<file path="config.mk">
export PLATFORM = sky130hd
export DESIGN_NAME = postfix_expression_evaluator_top
export DESIGN_NICKNAME = d
export VERILOG_FILES = /design/src/rtl/pfe_pkg.sv /design/src/rtl/postfix_expression_evaluator_top.sv /design/src/rtl/pfe_ram.sv /design/src/rtl/pfe_div.sv /design/src/rtl/pfe_ctrl.sv /design/src/rtl/pfe_dp.sv
export VERILOG_INCLUDE_DIRS = /design/src /design/src/rtl
export SDC_FILE = /design/constraint.sdc
export NUM_CORES = 2
export LEC_CHECK = 0
export BUFFER_PORTS_ARGS = -buffer_cell sky130_fd_sc_hd__buf_2
export CAP_MARGIN = 30
export CORE_MARGIN = 3
export CORE_UTILIZATION = 55
export DETAILED_ROUTE_END_ITERATION = 8
export HOLD_SLACK_MARGIN = 0.05
export PLACE_DENSITY = 0.83
export SLEW_MARGIN = 20
export SYNTH_ARGS = -nofsm -noshare
export SYNTH_HDL_FRONTEND = slang
export SYNTH_HIERARCHICAL = 1
export SYNTH_SLANG_ARGS = --single-unit
</file>
<file path="constraint.sdc">
create_clock -name clock -period 11.4 [get_ports clock]
set_clock_uncertainty 0.2 [all_clocks]
set_input_delay 2.28 -clock clock [delete_from_list [all_inputs] [get_ports clock]]
set_output_delay 2.28 -clock clock [all_outputs]
set_load 0.02 [all_outputs]
</file>
<file path="src/rtl/postfix_expression_evaluator_top_defines.svh">
// Assertion macros used by the evaluator top level.
`ifndef POSTFIX_EXPRESSION_EVALUATOR_TOP_DEFINES_SVH
`define POSTFIX_EXPRESSION_EVALUATOR_TOP_DEFINES_SVH

// Same-cycle implication.
`define PFE_ASSERT_IMP(name, clk, rst, ante, cons, msg) \
   name: assert property (@(posedge clk) disable iff (rst) (ante) |-> (cons)) \
      else $error(msg);

// Next-cycle implication.
`define PFE_ASSERT_NEXT(name, clk, rst, ante, cons, msg) \
   name: assert property (@(posedge clk) disable iff (rst) (ante) |=> (cons)) \
      else $error(msg);

`endif

</file>
<file path="src/rtl/pfe_pkg.sv">
`default_nettype none

package pfe_pkg;

   localparam int CharW             = 8;
   localparam int ValueW            = 32;
   localparam int StatusW           = 2;
   localparam int RspDataW          = 40;
   localparam int RspPadW           = RspDataW - ValueW - StatusW;
   localparam int StackDepthDefault = 64;

   localparam logic [CharW-1:0] ChZero  = 8'h30;
   localparam logic [CharW-1:0] ChNine  = 8'h39;
   localparam logic [CharW-1:0] ChPlus  = 8'h2B;
   localparam logic [CharW-1:0] ChMinus = 8'h2D;
   localparam logic [CharW-1:0] ChStar  = 8'h2A;
   localparam logic [CharW-1:0] ChSlash = 8'h2F;

   localparam logic [StatusW-1:0] StOk        = 2'd0;
   localparam logic [StatusW-1:0] StUnderflow = 2'd1;
   localparam logic [StatusW-1:0] StDivZero   = 2'd2;
   localparam logic [StatusW-1:0] StOverflow  = 2'd3;

   // controller to datapath
   typedef struct packed {
      logic               accept;
      logic               push;
      logic               set_err;
      logic [StatusW-1:0] err_code;
      logic               start_op;
      logic               alu_write;
      logic               div_start;
      logic               div_write;
      logic               emit;
   } pfe_cmd_type;

   // datapath to controller
   typedef struct packed {
      logic in_digit;
      logic in_op;
      logic in_div;
      logic in_final;
      logic stack_full;
      logic stack_low;
      logic tos_zero;
      logic err_set;
      logic op_div;
      logic last;
      logic div_done;
      logic out_free;
   } pfe_stat_type;

endpackage

`default_nettype wire

</file>
<file path="src/rtl/postfix_expression_evaluator_top.sv">
// Postfix expression evaluator.
// req channel: one character per item, req_tdata[7:0] the ASCII code, req_tlast
// set on the last character of an expression. Digits push 0..9; + - * / pop two
// entries and push (second popped) op (first popped), 32-bit wraparound, division
// truncating toward zero. Any other character is ignored.
// rsp channel: one item per expression, rsp_tdata[31:0] the top of the stack
// (0 on error), rsp_tdata[33:32] the status: 0 ok, 1 underflow, 2 divide by
// zero, 3 overflow. The first error of an expression is kept.
// A digit or an ignored character is taken in the idle state; + - * go through
// a read state for the registered RAM port and an execute state, and / also
// through the bit-per-cycle divider. The last character passes through the emit
// state, which loads the result register.
// Reset empties the stack and clears the error. No clearing pass is needed.
// A result waits in the output register while rsp_tready is low; characters
// keep being accepted, and only the next result waits for the register to free.
`default_nettype none
`include "postfix_expression_evaluator_top_defines.svh"

module postfix_expression_evaluator_top #(
   parameter int STACK_DEPTH = pfe_pkg::StackDepthDefault
) (
   input  wire logic                         clock,
   input  wire logic                         reset,
   input  wire logic                         req_tvalid,
   output logic                              req_tready,
   input  wire logic [pfe_pkg::CharW-1:0]    req_tdata,  // [7:0] char_code
   input  wire logic                         req_tlast,  // final_char
   output logic                              rsp_tvalid,
   input  wire logic                         rsp_tready,
   output logic      [pfe_pkg::RspDataW-1:0] rsp_tdata   // [31:0] value, [33:32] status
);
   import pfe_pkg::*;

   pfe_cmd_type        cmd;
   pfe_stat_type       stat;
   logic [ValueW-1:0]  rsp_value;
   logic [StatusW-1:0] rsp_status;

   pfe_ctrl u_ctrl (
      .clock      (clock),
      .reset      (reset),
      .req_tvalid (req_tvalid),
      .req_tready (req_tready),
      .stat       (stat),
      .cmd        (cmd)
   );

   pfe_dp #(
      .STACK_DEPTH (STACK_DEPTH)
   ) u_dp (
      .clock      (clock),
      .reset      (reset),
      .req_char   (req_tdata),
      .req_final  (req_tlast),
      .cmd        (cmd),
      .stat       (stat),
      .rsp_valid  (rsp_tvalid),
      .rsp_ready  (rsp_tready),
      .rsp_value  (rsp_value),
      .rsp_status (rsp_status)
   );

   assign rsp_tdata = {RspPadW'(0), rsp_status, rsp_value};

   `PFE_ASSERT_IMP(a_push_room, clock, reset, cmd.push, !stat.stack_full, "push on full stack")
   `PFE_ASSERT_IMP(a_div_done, clock, reset, cmd.div_write, stat.div_done, "quotient taken early")
   `PFE_ASSERT_NEXT(a_emit_shows, clock, reset, cmd.emit, rsp_tvalid, "result not presented")
   `PFE_ASSERT_IMP(a_err_zero, clock, reset, rsp_tvalid && (rsp_status != StOk), rsp_value == '0, "nonzero value on error")

endmodule

`default_nettype wire

</file>
<file path="src/rtl/pfe_ram.sv">
`default_nettype none

module pfe_ram #(
   parameter int Width = 32,
   parameter int Depth = 64
) (
   input  wire logic                     clock,
   input  wire logic                     wr_en,
   input  wire logic [$clog2(Depth)-1:0] wr_addr,
   input  wire logic [Width-1:0]         wr_data,
   input  wire logic                     rd_en,
   input  wire logic [$clog2(Depth)-1:0] rd_addr,
   output logic      [Width-1:0]         rd_data
);

   logic [Width-1:0] mem_ff [Depth];
   logic [Width-1:0] rd_data_ff;

   always_ff @(posedge clock) begin
      if (wr_en) begin
         mem_ff[wr_addr] <= wr_data;
      end
      if (rd_en) begin
         rd_data_ff <= mem_ff[rd_addr];
      end
   end

   assign rd_data = rd_data_ff;

endmodule

`default_nettype wire

</file>
<file path="src/rtl/pfe_div.sv">
`default_nettype none

module pfe_div (
   input  wire logic                      clock,
   input  wire logic                      reset,
   input  wire logic                      start,
   input  wire logic [pfe_pkg::ValueW-1:0] dividend,
   input  wire logic [pfe_pkg::ValueW-1:0] divisor,
   output logic                           done,
   output logic      [pfe_pkg::ValueW-1:0] quotient
);
   import pfe_pkg::*;

   localparam int CntW = $clog2(ValueW);

   logic              busy_ff, busy_in;
   logic              done_ff, done_in;
   logic [CntW-1:0]   cnt_ff, cnt_in;
   logic [ValueW-1:0] rem_ff, rem_in;
   logic [ValueW-1:0] quo_ff, quo_in;
   logic [ValueW-1:0] ud_ff, ud_in;
   logic              neg_ff, neg_in;
   logic [ValueW:0]   shifted;
   logic [ValueW:0]   diff;

   always_comb begin
      busy_in = busy_ff;
      done_in = 1'b0;
      cnt_in  = cnt_ff;
      rem_in  = rem_ff;
      quo_in  = quo_ff;
      ud_in   = ud_ff;
      neg_in  = neg_ff;
      shifted = {rem_ff, quo_ff[ValueW-1]};
      diff    = shifted - {1'b0, ud_ff};
      if (start) begin
         // work on magnitudes, fix the sign at the end
         busy_in = 1'b1;
         cnt_in  = '0;
         rem_in  = '0;
         quo_in  = dividend[ValueW-1] ? (ValueW'(0) - dividend) : dividend;
         ud_in   = divisor[ValueW-1] ? (ValueW'(0) - divisor) : divisor;
         neg_in  = dividend[ValueW-1] ^ divisor[ValueW-1];
      end else if (busy_ff) begin
         if (!diff[ValueW]) begin
            rem_in = diff[ValueW-1:0];
         end else begin
            rem_in = shifted[ValueW-1:0];
         end
         quo_in = {quo_ff[ValueW-2:0], ~diff[ValueW]};
         cnt_in = cnt_ff + CntW'(1);
         if (cnt_ff == CntW'(ValueW - 1)) begin
            busy_in = 1'b0;
            done_in = 1'b1;
         end
      end
   end

   always_ff @(posedge clock) begin
      if (reset) begin
         busy_ff <= 1'b0;
         done_ff <= 1'b0;
      end else begin
         busy_ff <= busy_in;
         done_ff <= done_in;
      end
      cnt_ff <= cnt_in;
      rem_ff <= rem_in;
      quo_ff <= quo_in;
      ud_ff  <= ud_in;
      neg_ff <= neg_in;
   end

   assign done     = done_ff;
   assign quotient = neg_ff ? (ValueW'(0) - quo_ff) : quo_ff;

endmodule

`default_nettype wire

</file>
<file path="src/rtl/pfe_ctrl.sv">
`default_nettype none

module pfe_ctrl (
   input  wire logic                  clock,
   input  wire logic                  reset,
   input  wire logic                  req_tvalid,
   output logic                       req_tready,
   input  wire pfe_pkg::pfe_stat_type stat,
   output pfe_pkg::pfe_cmd_type       cmd
);
   import pfe_pkg::*;

   typedef enum logic [4:0] {
      S_IDLE = 5'b00001,
      S_READ = 5'b00010,
      S_EXEC = 5'b00100,
      S_DIV  = 5'b01000,
      S_EMIT = 5'b10000
   } state_type;

   state_type state_ff, state_in;

   assign req_tready = (state_ff == S_IDLE);

   always_comb begin
      state_in = state_ff;
      cmd      = '0;
      unique case (state_ff)
         S_IDLE: begin
            if (req_tvalid) begin
               cmd.accept = 1'b1;
               state_in   = stat.in_final ? S_EMIT : S_IDLE;
               priority if (stat.err_set) begin
                  // sticky error: drop the item
               end else if (stat.in_digit) begin
                  if (stat.stack_full) begin
                     cmd.set_err  = 1'b1;
                     cmd.err_code = StOverflow;
                  end else begin
                     cmd.push = 1'b1;
                  end
               end else if (stat.in_op) begin
                  if (stat.stack_low) begin
                     cmd.set_err  = 1'b1;
                     cmd.err_code = StUnderflow;
                  end else if (stat.in_div && stat.tos_zero) begin
                     cmd.set_err  = 1'b1;
                     cmd.err_code = StDivZero;
                  end else begin
                     cmd.start_op = 1'b1;
                     state_in     = S_READ;
                  end
               end else begin
                  // other characters leave the stack alone
               end
            end
         end
         S_READ: begin
            state_in = S_EXEC;
         end
         S_EXEC: begin
            if (stat.op_div) begin
               cmd.div_start = 1'b1;
               state_in      = S_DIV;
            end else begin
               cmd.alu_write = 1'b1;
               state_in      = stat.last ? S_EMIT : S_IDLE;
            end
         end
         S_DIV: begin
            if (stat.div_done) begin
               cmd.div_write = 1'b1;
               state_in      = stat.last ? S_EMIT : S_IDLE;
            end
         end
         S_EMIT: begin
            if (stat.out_free) begin
               cmd.emit = 1'b1;
               state_in = S_IDLE;
            end
         end
         default: begin
            state_in = S_IDLE;
         end
      endcase
   end

   always_ff @(posedge clock) begin
      if (reset) begin
         state_ff <= S_IDLE;
      end else begin
         state_ff <= state_in;
      end
   end

endmodule

`default_nettype wire

</file>
<file path="src/rtl/pfe_dp.sv">
`default_nettype none

module pfe_dp #(
   parameter int STACK_DEPTH = pfe_pkg::StackDepthDefault
) (
   input  wire logic                        clock,
   input  wire logic                        reset,
   input  wire logic [pfe_pkg::CharW-1:0]   req_char,
   input  wire logic                        req_final,
   input  wire pfe_pkg::pfe_cmd_type        cmd,
   output pfe_pkg::pfe_stat_type            stat,
   output logic                             rsp_valid,
   input  wire logic                        rsp_ready,
   output logic      [pfe_pkg::ValueW-1:0]  rsp_value,
   output logic      [pfe_pkg::StatusW-1:0] rsp_status
);
   import pfe_pkg::*;

   localparam int AddrW  = $clog2(STACK_DEPTH);
   localparam int DepthW = $clog2(STACK_DEPTH + 1);

   logic [DepthW-1:0]  depth_ff, depth_in;
   logic [StatusW-1:0] err_ff, err_in;
   logic [ValueW-1:0]  tos_ff, tos_in;
   logic [CharW-1:0]   op_ff, op_in;
   logic               last_ff, last_in;
   logic               out_valid_ff, out_valid_in;
   logic [ValueW-1:0]  out_value_ff, out_value_in;
   logic [StatusW-1:0] out_status_ff, out_status_in;

   logic [ValueW-1:0]  digit_val;
   logic [ValueW-1:0]  below;
   logic [ValueW-1:0]  alu_res;
   logic [ValueW-1:0]  quot;
   logic               div_done;
   logic               ram_we;
   logic [AddrW-1:0]   ram_waddr;
   logic [ValueW-1:0]  ram_wdata;
   logic [DepthW-1:0]  depth_m2;

   assign digit_val = ValueW'(req_char - ChZero);
   assign depth_m2  = depth_ff - DepthW'(2);

   always_comb begin
      unique case (op_ff)
         ChPlus:  alu_res = below + tos_ff;
         ChMinus: alu_res = below - tos_ff;
         ChStar:  alu_res = below * tos_ff;
         default: alu_res = below + tos_ff;
      endcase
   end

   pfe_ram #(
      .Width (ValueW),
      .Depth (STACK_DEPTH)
   ) u_stack (
      .clock   (clock),
      .wr_en   (ram_we),
      .wr_addr (ram_waddr),
      .wr_data (ram_wdata),
      .rd_en   (cmd.start_op),
      .rd_addr (depth_m2[AddrW-1:0]),
      .rd_data (below)
   );

   pfe_div u_div (
      .clock    (clock),
      .reset    (reset),
      .start    (cmd.div_start),
      .dividend (below),
      .divisor  (tos_ff),
      .done     (div_done),
      .quotient (quot)
   );

   always_comb begin
      ram_we    = cmd.push || cmd.alu_write || cmd.div_write;
      ram_waddr = cmd.push ? depth_ff[AddrW-1:0] : depth_m2[AddrW-1:0];
      ram_wdata = cmd.push ? digit_val : (cmd.div_write ? quot : alu_res);

      depth_in      = depth_ff;
      err_in        = err_ff;
      tos_in        = tos_ff;
      op_in         = op_ff;
      last_in       = last_ff;
      out_valid_in  = out_valid_ff && !rsp_ready;
      out_value_in  = out_value_ff;
      out_status_in = out_status_ff;

      if (cmd.accept) begin
         op_in   = req_char;
         last_in = req_final;
      end
      if (cmd.set_err) begin
         err_in = cmd.err_code;
      end
      if (cmd.push) begin
         tos_in   = digit_val;
         depth_in = depth_ff + DepthW'(1);
      end
      if (cmd.alu_write || cmd.div_write) begin
         tos_in   = ram_wdata;
         depth_in = depth_ff - DepthW'(1);
      end
      if (cmd.emit) begin
         out_valid_in = 1'b1;
         if (err_ff != StOk) begin
            out_status_in = err_ff;
            out_value_in  = '0;
         end else if (depth_ff == '0) begin
            out_status_in = StUnderflow;
            out_value_in  = '0;
         end else begin
            out_status_in = StOk;
            out_value_in  = tos_ff;
         end
         // start the next expression on an empty stack
         depth_in = '0;
         err_in   = StOk;
      end
   end

   always_ff @(posedge clock) begin
      if (reset) begin
         depth_ff     <= '0;
         err_ff       <= StOk;
         out_valid_ff <= 1'b0;
         last_ff      <= 1'b0;
      end else begin
         depth_ff     <= depth_in;
         err_ff       <= err_in;
         out_valid_ff <= out_valid_in;
         last_ff      <= last_in;
      end
      tos_ff        <= tos_in;
      op_ff         <= op_in;
      out_value_ff  <= out_value_in;
      out_status_ff <= out_status_in;
   end

   always_comb begin
      stat.in_digit   = (req_char >= ChZero) && (req_char <= ChNine);
      stat.in_op      = (req_char == ChPlus) || (req_char == ChMinus) ||
                        (req_char == ChStar) || (req_char == ChSlash);
      stat.in_div     = (req_char == ChSlash);
      stat.in_final   = req_final;
      stat.stack_full = (depth_ff == DepthW'(STACK_DEPTH));
      stat.stack_low  = (depth_ff < DepthW'(2));
      stat.tos_zero   = (tos_ff == '0);
      stat.err_set    = (err_ff != StOk);
      stat.op_div     = (op_ff == ChSlash);
      stat.last       = last_ff;
      stat.div_done   = div_done;
      stat.out_free   = !out_valid_ff || rsp_ready;
   end

   assign rsp_valid  = out_valid_ff;
   assign rsp_value  = out_value_ff;
   assign rsp_status = out_status_ff;

endmodule

`default_nettype wire
</file>
==> impl_results.md <==
* Status: finished, violations left
* Net Sw Frac at 25.1%
* Post-synthesis register bit count at 2,274
* Top post-synthesis cells by count: edfxtp_1 (2,219), mux4_2 (544), inv_1 (463)
* Root Buffer: clkbuf_16
* Layout Cells excl Fill at 9,804
* Power per cell area at 154 nW/um2
* Failing checks: design-rule violations
* Slew @ Worst Pin at 1120 ps
* Sequential group share of total power at 49.0%
* Setup_tns at 0 ps
* Max-Cap Viols at 0
* # fillers at 13,100
* Post-CTS sizing at 0
* Area grow syn2layout at 10.9%
* R2r worst-path depth at 24
* RR Startpoint: u_dp/tos_ff[4]
* Max clock buf depth at 3
* Die Span X at 453 um
* P_sw at 4.72 mW
* Period utilization at 82.2%
* Mapped Area at 110,000 um2
* CTS sink count at 2,274
* Hold depth at 2
* Endpoint class of the critical path: flip-flop
* Cell taking the most area after synthesis: edfxtp_1
* Pleak at 42.2 nW
* Asr flop ratio synth at 0%
* Clk network pwr share at 39.4%
* Drt wl/cell at 34.5 um
* Die Y at 453 um
* Antenna violations before repair at 20
* Total grt overflow at 0
* CTS Hold Buffers Added at 0
* Top-area cell type share of the netlist area at 60.6%
* FF/Latch Area at 67,700 um2
* Largest net degree at the start of global routing at 138
* Dpl cell area at 115,000 um2
* YS warnings at 6
* Peak VDD IR at 187 uV
* Area of the multi-input gates at 39,700 um2
* First-pass GRT wire length at 488,000 um
* Gr usage total at 33.2%
* Final setup margin at 2030 ps
* H-tree Lvls at 4
* Initial DRT Pass Iterations at 9
* Placed cell count at 9,378
* Data required time at the worst endpoint at 11,770 ps
* Combinational group share of total power at 11.6%
* CTS Buf Count at 213
* Cell count after synthesis at 6,851
* Hold Crit Class: reg2reg
* Setup violators final at 0
* Final Hold Fails at 0
* CTS tree: yes
* Placer Congestion at 0.977
* Post-synth EDFFs at 2,219
* Top FF cell, synth: edfxtp_1
* I/O pins at 55
* Setup bufs post-CTS at 0
* DR vias at 67,500
* Total power at 18.8 mW
* Startpoint types: flip-flop
* Initial DRC Count at 11,200
* Max-slew violation total from the final report at 0
* Pint at 14.1 mW
* Post-route DRC at 2
* Sequential area share after synthesis at 61.6%
* Post-synth cell types at 100
* Critical hold path startpoint: u_dp/u_div/rem_ff[15]
* Antenna Nets Post-Route at 0
* Synthesized area per cell at 16.1 um2
* Critical Path Fanout Max at 48
* Clock transition at path regs at 60 ps
* Nets at 7,594
* # port buffers at 48
* # rows at 163
* Starting Density at 55.5%
* Dpl ws at 2300 ps
* HPWL Detailed at 186,000 um
* Vias in the first global route at 69,200
* Routed WL at 338,000 um
* Final min period at 9370 ps
* RSZ-0062 raised after global routing: false
* Core ar. at 198,000 um2
* Kind of critical path: reg2reg
* Layout cell share with drive strength beyond 1 at 18.2%
* Maximum clock rate at 107 MHz
* Die area at 205,000 um2
* Worst setup path start: u_dp/tos_ff[4]
* Top cells by area, synth: edfxtp_1 (61%), mux4_2 (11%), fa_1 (7.5%)
* Worst-skew pair later-pin latency at 920 ps
* Count leader, synth: edfxtp_1
* Vias per cell at 6.89
* Crit path DAT at 9750 ps
* Slew HR at 25.6%
* Cell area after layout at 122,000 um2
flip-flops by register name, summed over array words and instances, names as in the netlist:
name and count:
u_dp/u_div/ud_ff 32, u_dp/depth_ff 7, u_dp/u_div/neg_ff 1, u_dp/u_stack/rd_data 32, u_dp/last_ff 1, u_dp/u_div/done 1, u_dp/rsp_value 32, u_dp/err_ff 2
u_dp/u_div/quo_ff 32, u_dp/u_div/busy_ff 1, u_ctrl/state_ff 5, u_dp/u_div/cnt_ff 5, u_dp/tos_ff 32, u_dp/rsp_valid 1, u_dp/op_ff 8, u_dp/rsp_status 2
u_dp/u_stack/mem_ff 2048, u_dp/u_div/rem_ff 32
final timing paths:
check / slack, ps / endpoint
max: 2030 / u_dp/u_stack/mem_ff[18][25]
min: 300 / u_dp/u_div/rem_ff[15]
max reg2reg: 2030 / u_dp/u_stack/mem_ff[18][25]
min reg2reg: 300 / u_dp/u_div/rem_ff[15]
kinds of logic (layout without fill, tap and decap cells):
logic type	after synthesis	count (layout)	synth area share (%)
flip-flops	2274	2274	61.6
other	1	16	0.00341
multiplexers	685	685	12.4
adder cells (fa/ha/maj)	612	612	9.77
AO/OA/AOI/OAI	783	783	4.60
XOR/XNOR	266	266	2.14
buffers and inverters	849	1147	3.15
AND/OR/NAND/NOR	1381	1381	6.34
stage by stage:
stage / hold WS (ps) / util (%)
final: 298 / 61.6
after floorplan: 253 / -
after CTS: 296 / 61.5
after detailed placement: 277 / 57.9
after global placement: 271 / 57.7
after global routing: 309 / 61.6
final cells by class:
cell class	count	area share (%)
clock inverters	133	1.31
inverters	465	1.45
multi-input cells	3733	32.5
diodes	10	0.0205
flip-flops and latches	2274	55.5
clock buffers	267	4.56
repair buffers	282	1.87
well taps	2640	2.71
power groups by stage:
stage	combinational, mW	clock (mW)	sequential (mW)
final	2.18	7.39	9.20
after global routing	2.30	7.71	9.20
after CTS	2.11	7.43	9.20
after detailed placement	2.08	0	9.38
after global placement	2.03	0	9.38
after floorplan	1.42	0	9.39
critical path: stages, from the launching register on:
cell and delay, ps:
edfxtp_1 920, buf_4 350, and2_1 170, fa_1 410
inv_1 80, fa_1 430, fa_1 490, fa_1 540
inv_1 40, ha_1 260, ha_1 320, fa_1 530
fa_1 430, ha_1 370, a211o_1 380, nor2_1 110
nor4b_1 550, o21ai_0 270, a21oi_1 290, o221ai_1 170
xnor2_1 210, mux2i_1 170, mux2i_1 160, o21ai_4 540
buf_4 590
layer usage:
layer	vias up	share of wire [%]	global-route usage, %
met4	12	7.1	19.6
met5	-	0.035	0
met1	34100	32	41.1
met3	1428	14	9.96
li1	26000	-	-
met2	6032	47	52.0
cells in the final DEF (no fill, tap or decap), drive strengths merged, types with 11 or more instances in the layout:
master  instances
edfxtp       2219
mux4          544
inv           471
fa            411
nand2         375
nor2          349
and2          345
buf           281
clkbuf        268
a21oi         218
ha            201
xnor2         179
o21ai         140
mux2i         136
clkinv         96
o22ai          87
xor2           87
o31ai          58
dfxtp          55
a21o           47
nor3           47
nand2b         42
a211oi         37
nand3          36
o221ai         29
or3            27
nor2b          26
bufinv         24
nand4          23
and3           21
nor4           19
or4            19
o41ai          18
o211ai         17
o21a           17
o21bai         16
a31oi          15
a22oi          14
or2            13
a311oi         11
No activity file was read; power rests on OpenSTA's default activity.
